<file path="src/sv/ism_pkg.sv">
package ism_pkg;

  localparam int unsigned StackDepthDefault = 64;
  localparam int unsigned DataWidth         = 32;
  localparam int unsigned OpWidth           = 3;
  localparam int unsigned StatusWidth       = 3;

  typedef enum logic [OpWidth-1:0] {
    OP_PUSH = 3'd0,
    OP_PALL = 3'd1,
    OP_PTOP = 3'd2,
    OP_POP  = 3'd3,
    OP_SWAP = 3'd4,
    OP_ADD  = 3'd5,
    OP_NOP  = 3'd6
  } op_e;

  typedef enum logic [StatusWidth-1:0] {
    ST_OK     = 3'd0,
    ST_EMPTY  = 3'd1,
    ST_SHORT  = 3'd2,
    ST_FULL   = 3'd3,
    ST_HALTED = 3'd4
  } status_e;

  typedef struct packed {
    logic                 strobe;
    logic                 print_valid;
    logic [DataWidth-1:0] value;
    status_e              status;
    logic                 last;
  } result_t;

endpackage

</file>
<file path="src/sv/ism_ram.sv">
module ism_ram #(
  parameter int unsigned Width = 32,
  parameter int unsigned Depth = 64
) (
  input  logic                     clk_i,
  input  logic                     we_i,
  input  logic [$clog2(Depth)-1:0] waddr_i,
  input  logic [Width-1:0]         wdata_i,
  input  logic [$clog2(Depth)-1:0] raddr_i,
  output logic [Width-1:0]         rdata_o
);

  logic [Width-1:0] mem_q [Depth];
  logic [Width-1:0] rdata_q;

  always_ff @(posedge clk_i) begin
    if (we_i) begin
      mem_q[waddr_i] <= wdata_i;
    end
    rdata_q <= mem_q[raddr_i];
  end

  assign rdata_o = rdata_q;

endmodule

</file>
<file path="src/sv/integer_stack_machine_unit.sv">
// Result beats are registered. The beat of a push, pop, nop, error or halted item comes
// in the cycle after the accepting edge; print top answers from S_TOP, add from S_EXEC
// after S_RD2, and swap from S_SWB after S_RD2 and S_EXEC. Print all gives one beat per
// entry on consecutive cycles from S_PALL. The receiver cannot stall. Busy holds the next
// item off until the sequencer is idle again; a push, pop, nop, error or halted item never raises it.
// Reset (rst_ni low, asynchronous) empties the stack and clears halted, not the memory.
module integer_stack_machine_unit #(
  parameter int unsigned STACK_DEPTH = ism_pkg::StackDepthDefault
) (
  input  logic                            clk_i,
  input  logic                            rst_ni,
  input  logic                            start,
  output logic                            busy,
  input  logic [ism_pkg::OpWidth-1:0]     opcode_i,
  input  logic [ism_pkg::DataWidth-1:0]   push_value_i,
  output logic                            result_strobe_o,
  output logic                            print_valid_o,
  output logic [ism_pkg::DataWidth-1:0]   value_o,
  output logic [ism_pkg::StatusWidth-1:0] status_o,
  output logic                            last_o
);
  import ism_pkg::*;

  // Address and fill count widths follow from the stack depth. The count must
  // also hold the depth itself, hence the extra code point.
  localparam int unsigned AddrW = $clog2(STACK_DEPTH);
  localparam int unsigned CntW  = $clog2(STACK_DEPTH + 1);
  localparam logic [CntW-1:0] FullCount = CntW'(STACK_DEPTH);

  // One-hot sequencer. It never issues a RAM read and a RAM write in the same cycle,
  // so a read and a write to the same entry never overlap and no forwarding is
  // needed: writes always land before the next read issues.
  typedef enum logic [5:0] {
    S_IDLE = 6'b000001,
    S_TOP  = 6'b000010,  // read data holds the top entry for print top
    S_PALL = 6'b000100,  // print all walks down, one entry per cycle
    S_RD2  = 6'b001000,  // top entry arrives, second entry is being read
    S_EXEC = 6'b010000,  // second entry arrives, add or first swap write
    S_SWB  = 6'b100000   // second swap write
  } state_e;

  state_e               state_q, state_d;
  logic [CntW-1:0]      count_q, count_d;
  logic                 halted_q, halted_d;
  logic [AddrW-1:0]     ptr_q, ptr_d;
  logic [DataWidth-1:0] top_q, top_d;
  logic                 is_add_q, is_add_d;
  result_t              res_q, res_d;

  logic                 ram_we;
  logic [AddrW-1:0]     ram_waddr;
  logic [DataWidth-1:0] ram_wdata;
  logic [AddrW-1:0]     ram_raddr;
  logic [DataWidth-1:0] ram_rdata;

  logic [CntW-1:0]      cnt_m1, cnt_m2;
  logic [AddrW-1:0]     idx_top, idx_sec;

  assign cnt_m1  = count_q - CntW'(1);
  assign cnt_m2  = count_q - CntW'(2);
  assign idx_top = cnt_m1[AddrW-1:0];
  assign idx_sec = cnt_m2[AddrW-1:0];

  ism_ram #(
    .Width (DataWidth),
    .Depth (STACK_DEPTH)
  ) u_stack_ram (
    .clk_i   (clk_i),
    .we_i    (ram_we),
    .waddr_i (ram_waddr),
    .wdata_i (ram_wdata),
    .raddr_i (ram_raddr),
    .rdata_o (ram_rdata)
  );

  always_comb begin
    state_d   = state_q;
    count_d   = count_q;
    halted_d  = halted_q;
    ptr_d     = ptr_q;
    top_d     = top_q;
    is_add_d  = is_add_q;
    ram_we    = 1'b0;
    ram_waddr = '0;
    ram_wdata = '0;
    ram_raddr = '0;

    // The default result beat is an idle one; each branch that answers an
    // item raises the strobe and fills in the payload.
    res_d             = '0;
    res_d.status      = ST_OK;
    res_d.last        = 1'b1;

    case (state_q)
      S_IDLE: begin
        if (start) begin
          res_d.strobe = 1'b1;
          if (halted_q) begin
            res_d.status = ST_HALTED;
          end else begin
            case (opcode_i)
              OP_PUSH: begin
                if (count_q == FullCount) begin
                  res_d.status = ST_FULL;
                  halted_d     = 1'b1;
                end else begin
                  ram_we    = 1'b1;
                  ram_waddr = count_q[AddrW-1:0];
                  ram_wdata = push_value_i;
                  count_d   = count_q + CntW'(1);
                end
              end
              OP_PALL: begin
                // An empty stack answers with one plain ok beat.
                if (count_q != '0) begin
                  res_d.strobe = 1'b0;
                  ram_raddr    = idx_top;
                  ptr_d        = idx_top;
                  state_d      = S_PALL;
                end
              end
              OP_PTOP: begin
                if (count_q == '0) begin
                  res_d.status = ST_EMPTY;
                  halted_d     = 1'b1;
                end else begin
                  res_d.strobe = 1'b0;
                  ram_raddr    = idx_top;
                  state_d      = S_TOP;
                end
              end
              OP_POP: begin
                if (count_q == '0) begin
                  res_d.status = ST_EMPTY;
                  halted_d     = 1'b1;
                end else begin
                  count_d = cnt_m1;
                end
              end
              OP_SWAP, OP_ADD: begin
                if (count_q < CntW'(2)) begin
                  res_d.status = ST_SHORT;
                  halted_d     = 1'b1;
                end else begin
                  res_d.strobe = 1'b0;
                  ram_raddr    = idx_top;
                  is_add_d     = (opcode_i == OP_ADD);
                  state_d      = S_RD2;
                end
              end
              default: begin
                // Nop, and the unused code seven, answer ok and change nothing.
              end
            endcase
          end
        end
      end
      S_TOP: begin
        res_d.strobe      = 1'b1;
        res_d.print_valid = 1'b1;
        res_d.value       = ram_rdata;
        state_d           = S_IDLE;
      end
      S_PALL: begin
        res_d.strobe      = 1'b1;
        res_d.print_valid = 1'b1;
        res_d.value       = ram_rdata;
        res_d.last        = (ptr_q == '0);
        if (ptr_q != '0) begin
          ram_raddr = ptr_q - AddrW'(1);
          ptr_d     = ptr_q - AddrW'(1);
        end else begin
          state_d = S_IDLE;
        end
      end
      S_RD2: begin
        top_d     = ram_rdata;
        ram_raddr = idx_sec;
        state_d   = S_EXEC;
      end
      S_EXEC: begin
        ram_we = 1'b1;
        if (is_add_q) begin
          ram_waddr    = idx_sec;
          ram_wdata    = ram_rdata + top_q;
          count_d      = cnt_m1;
          res_d.strobe = 1'b1;
          state_d      = S_IDLE;
        end else begin
          ram_waddr = idx_top;
          ram_wdata = ram_rdata;
          state_d   = S_SWB;
        end
      end
      S_SWB: begin
        ram_we       = 1'b1;
        ram_waddr    = idx_sec;
        ram_wdata    = top_q;
        res_d.strobe = 1'b1;
        state_d      = S_IDLE;
      end
      default: begin
        state_d = S_IDLE;
      end
    endcase
  end

  always_ff @(posedge clk_i or negedge rst_ni) begin
    if (!rst_ni) begin
      state_q  <= S_IDLE;
      count_q  <= '0;
      halted_q <= 1'b0;
      res_q    <= '0;
    end else begin
      state_q  <= state_d;
      count_q  <= count_d;
      halted_q <= halted_d;
      res_q    <= res_d;
    end
  end

  // Working registers need no reset.
  always_ff @(posedge clk_i) begin
    ptr_q    <= ptr_d;
    top_q    <= top_d;
    is_add_q <= is_add_d;
  end

  assign busy            = (state_q != S_IDLE);
  assign result_strobe_o = res_q.strobe;
  assign print_valid_o   = res_q.print_valid;
  assign value_o         = res_q.value;
  assign status_o        = res_q.status;
  assign last_o          = res_q.last;

endmodule

</file>
<file path="config.mk">
export PLATFORM = sky130hd
export DESIGN_NAME = integer_stack_machine_unit
export DESIGN_NICKNAME = d
export VERILOG_FILES = /design/src/sv/ism_pkg.sv /design/src/sv/ism_ram.sv /design/src/sv/integer_stack_machine_unit.sv
export SDC_FILE = /design/constraint.sdc
export NUM_CORES = 2
export LEC_CHECK = 0
export ABC_AREA = 1
export BUFFER_PORTS_ARGS = -buffer_cell sky130_fd_sc_hd__buf_2
export CORE_ASPECT_RATIO = 0.6
export CORE_UTILIZATION = 51
export DETAILED_ROUTE_END_ITERATION = 12
export PLACE_DENSITY = 0.76
export SYNTH_ARGS = -nofsm -noshare
export SYNTH_HDL_FRONTEND = slang
export SYNTH_HIERARCHICAL = 1
export SYNTH_SLANG_ARGS = --single-unit
</file>
<file path="constraint.sdc">
create_clock -name clk_i -period 5.3 [get_ports clk_i]
set_clock_uncertainty 0.1 [all_clocks]
set_input_delay 0.795 -clock clk_i [delete_from_list [all_inputs] [get_ports clk_i]]
set_output_delay 0.795 -clock clk_i [all_outputs]
set_load 0.05 [all_outputs]
</file>
Word level (Yosys, flattened, before mapping)
Memory sizes are Yosys's and may differ from the RTL's. A register that Yosys moved wholly into a read port is not among the register bits.
Cells that the tools add are included.
- $add $sub $neg: 5
- magnitude comparators: 1
- equal/unequal tests: 27
- muxes and demuxes: 69
- bitwise logic cells: 2
- reductions and logical operators: 17
- operators by type and width (cell ; count):
    2-to-1 mux 32 bit ; 5
    2-to-1 mux 6 bit ; 23
    one-hot mux 32 bit (3 select lines) ; 1
    one-hot mux 6 bit (3 select lines) ; 4
    2-to-1 mux 7 bit ; 5
    2-to-1 mux 33 bit ; 1
    adder 32 bit ; 1
    one-hot mux 7 bit (2 select lines) ; 2
    one-hot mux 6 bit (4 select lines) ; 1
    2-to-1 mux 1 bit ; 16
    != test 3 bit, second input constant ; 5
    AND reduction 7 bit ; 2
    != test 2 bit, second input constant ; 6
    one-hot mux 6 bit (2 select lines) ; 1
    2-to-1 mux 3 bit ; 3
    one-hot mux 1 bit (3 select lines) ; 3
    OR reduction 2 bit ; 4
    adder 7 x 1 -> 7 bit, second input constant ; 1
    == test 7 bit, second input constant ; 1
    zero test 7 bit ; 1
    < comparator 7 x 2 -> 1 bit, second input constant ; 1
    nonzero test 7 bit ; 1
    subtractor 7 x 1 -> 7 bit, second input constant ; 1
    == test 3 x 2 -> 1 bit, second input constant ; 2
    other kinds (26) ; 30
- flip-flop bits (word level): 91
- memory bits (writable): 2048
- bits of input ports: 38
- output and inout bits: 39
- word-level logic and storage cells: 133
- memories: 1
- memory list (memory ; depth ; bits a word ; rd ports ; clocked after memory_dff ; write ports ; RTL line ; text):
    u_stack_ram.mem_q ; 64 ; 32 ; 1 ; 1 ; 1 ; ism_ram.sv:13 ; logic [Width-1:0] mem_q [Depth];

Depth between registers and ports, before layout
- word-level depth: 8
- depth in mapped cells: 21
- mapped depth without buffers: 17

By module
Netlist, hierarchy kept.
- modules (own cells, without submodules) (module ; instances ; cells an instance ; area each (um^2) ; seq. area each (um^2)):
    ism_ram ; 1 ; 6785 ; 82785.6 ; 62139.6
    integer_stack_machine_unit ; 1 ; 1048 ; 7111.8 ; 2473.6

Worst setup path before layout
Ideal clock, no wire load.
- kind: input port to flip-flop
- from: in opcode_i[2] in the netlist's numbering
- to: mem u_stack_ram.mem_q[55][0] (enable)
- library setup time: 461 ps
- arrival time: 4232 ps
- required time: 4739 ps
- setup slack: 507 ps
- cell stages on the path: 9
- path buffers: 0
- path through: nor2_1 -> nand2_1 -> inv_1 -> nand3_2 -> o21ai_0 -> inv_1 -> nor3_1 -> inv_1 -> nor3_1
- elaborated cells between the ends (all ways): 11
- those cells by class: mux (10); reduce/logical (1)
- RTL lines (item ; RTL line ; text):
    from (decl) ; integer_stack_machine_unit.sv:14 ; input logic [ism_pkg::OpWidth-1:0] opcode_i,
    zero test 3 bit ; integer_stack_machine_unit.sv:101 ; case (opcode_i)
    2-to-1 mux 6 bit ; integer_stack_machine_unit.sv:101 ;
    2-to-1 mux 6 bit ; integer_stack_machine_unit.sv:98 ; if (halted_q) begin
    2-to-1 mux 6 bit ; integer_stack_machine_unit.sv:96 ; if (start) begin
    one-hot mux 6 bit (3 select lines) ; integer_stack_machine_unit.sv:94 ; case (state_q)
    via ram_waddr[1] ; integer_stack_machine_unit.sv:51 ; logic [AddrW-1:0] ram_waddr;
    to (decl) ; ism_ram.sv:13 ;
The timed path passes the listed nets, and every way through them passes these cells.

Worst setup path after layout
- from: reg count_q[0]
- to: reg u_stack_ram.rdata_q[17] (netlist: u_stack_ram/rdata_o[17]), read port of u_stack_ram.mem_q
- cells in the longest elaborated chain, start to end: 6
- elaborated cells between the ends (all ways): 12
- those cells by class: add/sub (2); order compare (1); mux (7); reduce/logical (2)
- RTL lines (item ; RTL line ; text):
    from (decl) ; integer_stack_machine_unit.sv:43 ; logic [CntW-1:0] count_q, count_d;
    from (signal assigned) ; integer_stack_machine_unit.sv:216 ; count_q <= count_d;
    subtractor 7 x 1 -> 7 bit, or another cell as far along ; integer_stack_machine_unit.sv:59 ; assign cnt_m1 = count_q - CntW'(1);
    2-to-1 mux 6 bit, on equally long branches ; integer_stack_machine_unit.sv:141, integer_stack_machine_unit.sv:115, integer_stack_machine_unit.sv:123 ;
    one-hot mux 6 bit (3 select lines) ; integer_stack_machine_unit.sv:101 ;
    2-to-1 mux 6 bit ; integer_stack_machine_unit.sv:98 ;
    2-to-1 mux 6 bit ; integer_stack_machine_unit.sv:96 ;
    one-hot mux 6 bit (3 select lines) * ; integer_stack_machine_unit.sv:94 ;
    via ram_raddr[0] ; integer_stack_machine_unit.sv:53 ; logic [AddrW-1:0] ram_raddr;
    to (decl) ; ism_ram.sv:14 ; logic [Width-1:0] rdata_q;
The timed path passes the listed nets; every way through them passes the cells marked *.
A chain may end at the register's enable or synchronous reset.

==> results.yml <==
placement:
  dp_hpwl_um: 154000
  dp_slack_ns: 0.0734
  port_buffers: 76
  gp_congestion: 0.962
synth:
  synthArstFlopShare_pct: 2.40
  synth_edf_count: 2087
  synth_ff_type: "edfxtp_1"
  synthesis.nets: 7912
  yosysTopAreaCell: "edfxtp_1"
  synth_cells: 7833
  synth-seq-cells: 2171
  netlist.area_leader.share_pct: 69.7
  synth_seq_area_share_pct: 71.9
  synth.distinct_cells: 45
  synth_area_per_cell_um2: 11.5
  synth_area_mm2: 0.0899
  synth_area_leaders: "edfxtp_1 70%, nand3_1 11%, nand2_1 11%"
  ys_warn_count: 6
finish:
  final_common_cell: "nand2_1"
  synthToLayoutAreaGrowth_pct: 11.1
  most-common-layout-cells: "2,594 x nand2_1, 2,087 x edfxtp_1, 1,971 x nand3_1"
  final_core_utilization_pct: 57.5
  fin_nets: 7942
  drive_gt1_share_pct: 8.46
clock_tree:
  clkTransAtPathRegs_ns: 0.07
  clk_latency_ns: 0.82
  numCtsBuffers: 185
  post_cts_buffers: 0
  clk_path_buf_depth: 4
  h-tree-depth: 4
  cts_tree: "yes"
  cts.sinks: 2171
  cts_root_buf: "clkbuf_16"
die:
  die_w_um: 544
  initial_core_util_pct: 51.7
  dieArea_mm2: 0.178
  fp-row-count: 118
  die_h_um: 327
  core_mm2: 0.174
  ios: 77
power_and_ir_drop:
  p_comb_share_pct: 0.1
  leakage_nw: 33.8
  clkPwrFrac_pct: 41.5
  net-switching-power_mw: 6.06
  swShare_pct: 19.1
  peakVddDrop_mv: 0.242
  seqPwrFrac_pct: 58.4
  internal_power_mw: 25.6
  p_per_area_mw_per_mm2: 317
timing:
  finalHoldViolations: 0
  finalCritPeriodShare_pct: 93.7
  relSlewSlack_pct: 12.0
  period_minus_slack_ns: 4.97
  rsz0062_at_grt: "false"
  fmax_mhz: 201
  worst_slew_pin_slew_ns: 1.31
  fin_ws_ns: 0.335
  tns_ns: 0
  drv_slew: 0
  whs_ns: 0.00891
  setup_viol: 0
worst_setup_path:
  critical-path-top-cell-by-count: "nand2_1"
  crit_required_ns: 5.96
  r2r_slack_ns: 0.33
  reg2regPathDepth: 18
  critPathArrivalTime_ns: 5.63
  rr_startpoint: "count_q[0]"
  slowest_delay_ns: 0.62
  cp_cell_sequence: "inv_1, ha_1, nand2_1, o21ai_0, o21ai_0, nand2_1, o21ai_4, buf_12, buf_12, buf_4, nand2_1, nand3_1, nand3_1, nand3_1, nand3_1, nand2_1, nand2_1, nand2_1"
  cp-start-kind: "flop"
  r2r-end: "u_stack_ram/rdata_o[17]"
  end_kind: "flop"
  critPathSlowestCell: "nand3_1"
  path_class: "flop to flop"
  crit_fanout: 46
routing:
  viasPerCell: 6.13
  drt-total-wl_um: 268000
  drtPass1Iterations: 6
  route.detailed.drc: 0
  dr.first_iter.drc_count: 11300
  routedWlPerCell_um: 25.9
  routed-via-count: 63400
  route.antenna.remaining_nets: 0
hold_path:
  hold_class: "primary input to async pin"
grt:
  antenna_found_initial: 16
  grt_pass1_wl_um: 389000
  grt_max_degree: 126
  grt_pass1_vias: 59700
  overflow: 0
  grt_usage_pct: 29.7
run:
  drv_cap: 0
status:
  status: "complete, no violations"
repair_timing:
item / CTS / global route
setup endpoints to repair: 0 / 6
resized for setup: 0 / 4
hold buffers: 0 / 0
cells by family (layout without fill, tap and decap cells):
group           count (synthesis)  count (layout)  share of synthesized area (%)
compound gates                135             135                          0.830
xor+xnor                       23              23                          0.224
fa+ha+maj                      41              41                          0.579
buf+inv                       670             837                           3.50
flops                        2171            2171                           71.9
other cells                     0               3                              0
simple gates                 4793            4793                           23.0
power groups by stage:
| stage | registers (mW) | logic (mW) | clock network [mW] |
|---|---|---|---|
| 6_report | 18.5 | 0.0376 | 13.1 |
| 2_1_floorplan | 18.9 | 0.00817 | 0 |
| 5_1_grt | 18.5 | 0.0414 | 13.8 |
| 3_5_place_dp | 18.9 | 0.0371 | 0 |
| 4_1_cts | 18.5 | 0.0374 | 13.2 |
| 3_3_place_gp | 18.9 | 0.0362 | 0 |
cell usage after synthesis (9+ instances only):
cell,number
inv_1,199
ha_1,40
buf_2,252
nand2_1,2612
nand3_1,1972
o21ai_0,40
a21oi_1,51
o21ai_1,19
nor2_1,151
buf_4,42
xor2_1,16
buf_1,60
dfrtp_1,51
inv_2,9
nor3_1,19
dfxtp_1,32
edfxtp_1,2087
clkbuf_1,86
buf_6,20
state kept, by name, summed over array words and instances, names as in the netlist:
name	flops
last_o	1
halted_q	1
value_o	32
top_q	32
print_valid_o	1
result_strobe_o	1
u_stack_ram/mem_q	2048
ptr_q	6
status_o	3
count_q	7
is_add_q	1
u_stack_ram/rdata_o	32
state_q	6
how the worst max path moves through the flow:
stage,end,start,cells past startpoint
after floorplan,u_stack_ram/mem_q[55][0],opcode_i[2],9
after global placement,u_stack_ram/rdata_o[31],opcode_i[1],19
after detailed placement,u_stack_ram/rdata_o[31],count_q[1],17
after CTS,u_stack_ram/rdata_o[31],count_q[1],17
after global routing,u_stack_ram/rdata_o[31],count_q[1],17
final,u_stack_ram/rdata_o[17],count_q[0],18
critical path: cells and delay by family (launching register included):
kind	cells	cell delay [ns]
AND/OR/NAND/NOR	10	2.02
buffers and inverters	4	1.25
AO/OA/AOI/OAI	3	0.67
flip-flops	1	0.59
adder cells (fa/ha/maj)	1	0.26
layer usage:
layer,vias up,track usage [%],routed length (µm)
li1,27500,-,-
met1,30300,42.8,100000
met2,5007,40.6,109000
met3,648,12.5,49300
met4,12,9.23,9050
met5,-,0,103
final cells by class:
| class | count | area [µm²] |
|---|---|---|
| Clock buffer | 237 | 4980 |
| Fill cell | 13500 | 73900 |
| Clock inverter | 87 | 662 |
| Antenna cell | 3 | 7.51 |
| Inverter | 210 | 827 |
| Timing Repair Buffer | 303 | 3020 |
| Multi-Input combinational cell | 4992 | 22900 |
| Tap cell | 2340 | 2930 |
| Sequential cell | 2171 | 64600 |
through the flow:
stage                     instances  total power [mW]  instance area (µm²)
after floorplan                7833              18.9                89900
after global placement        10000              18.9                94300
after global routing          10300              32.3                99900
after CTS                     10300              31.7                99900
after detailed placement      10000              18.9                94300
final                         10300              31.7                99900
Note: power is estimated with default switching activity, not from simulation.
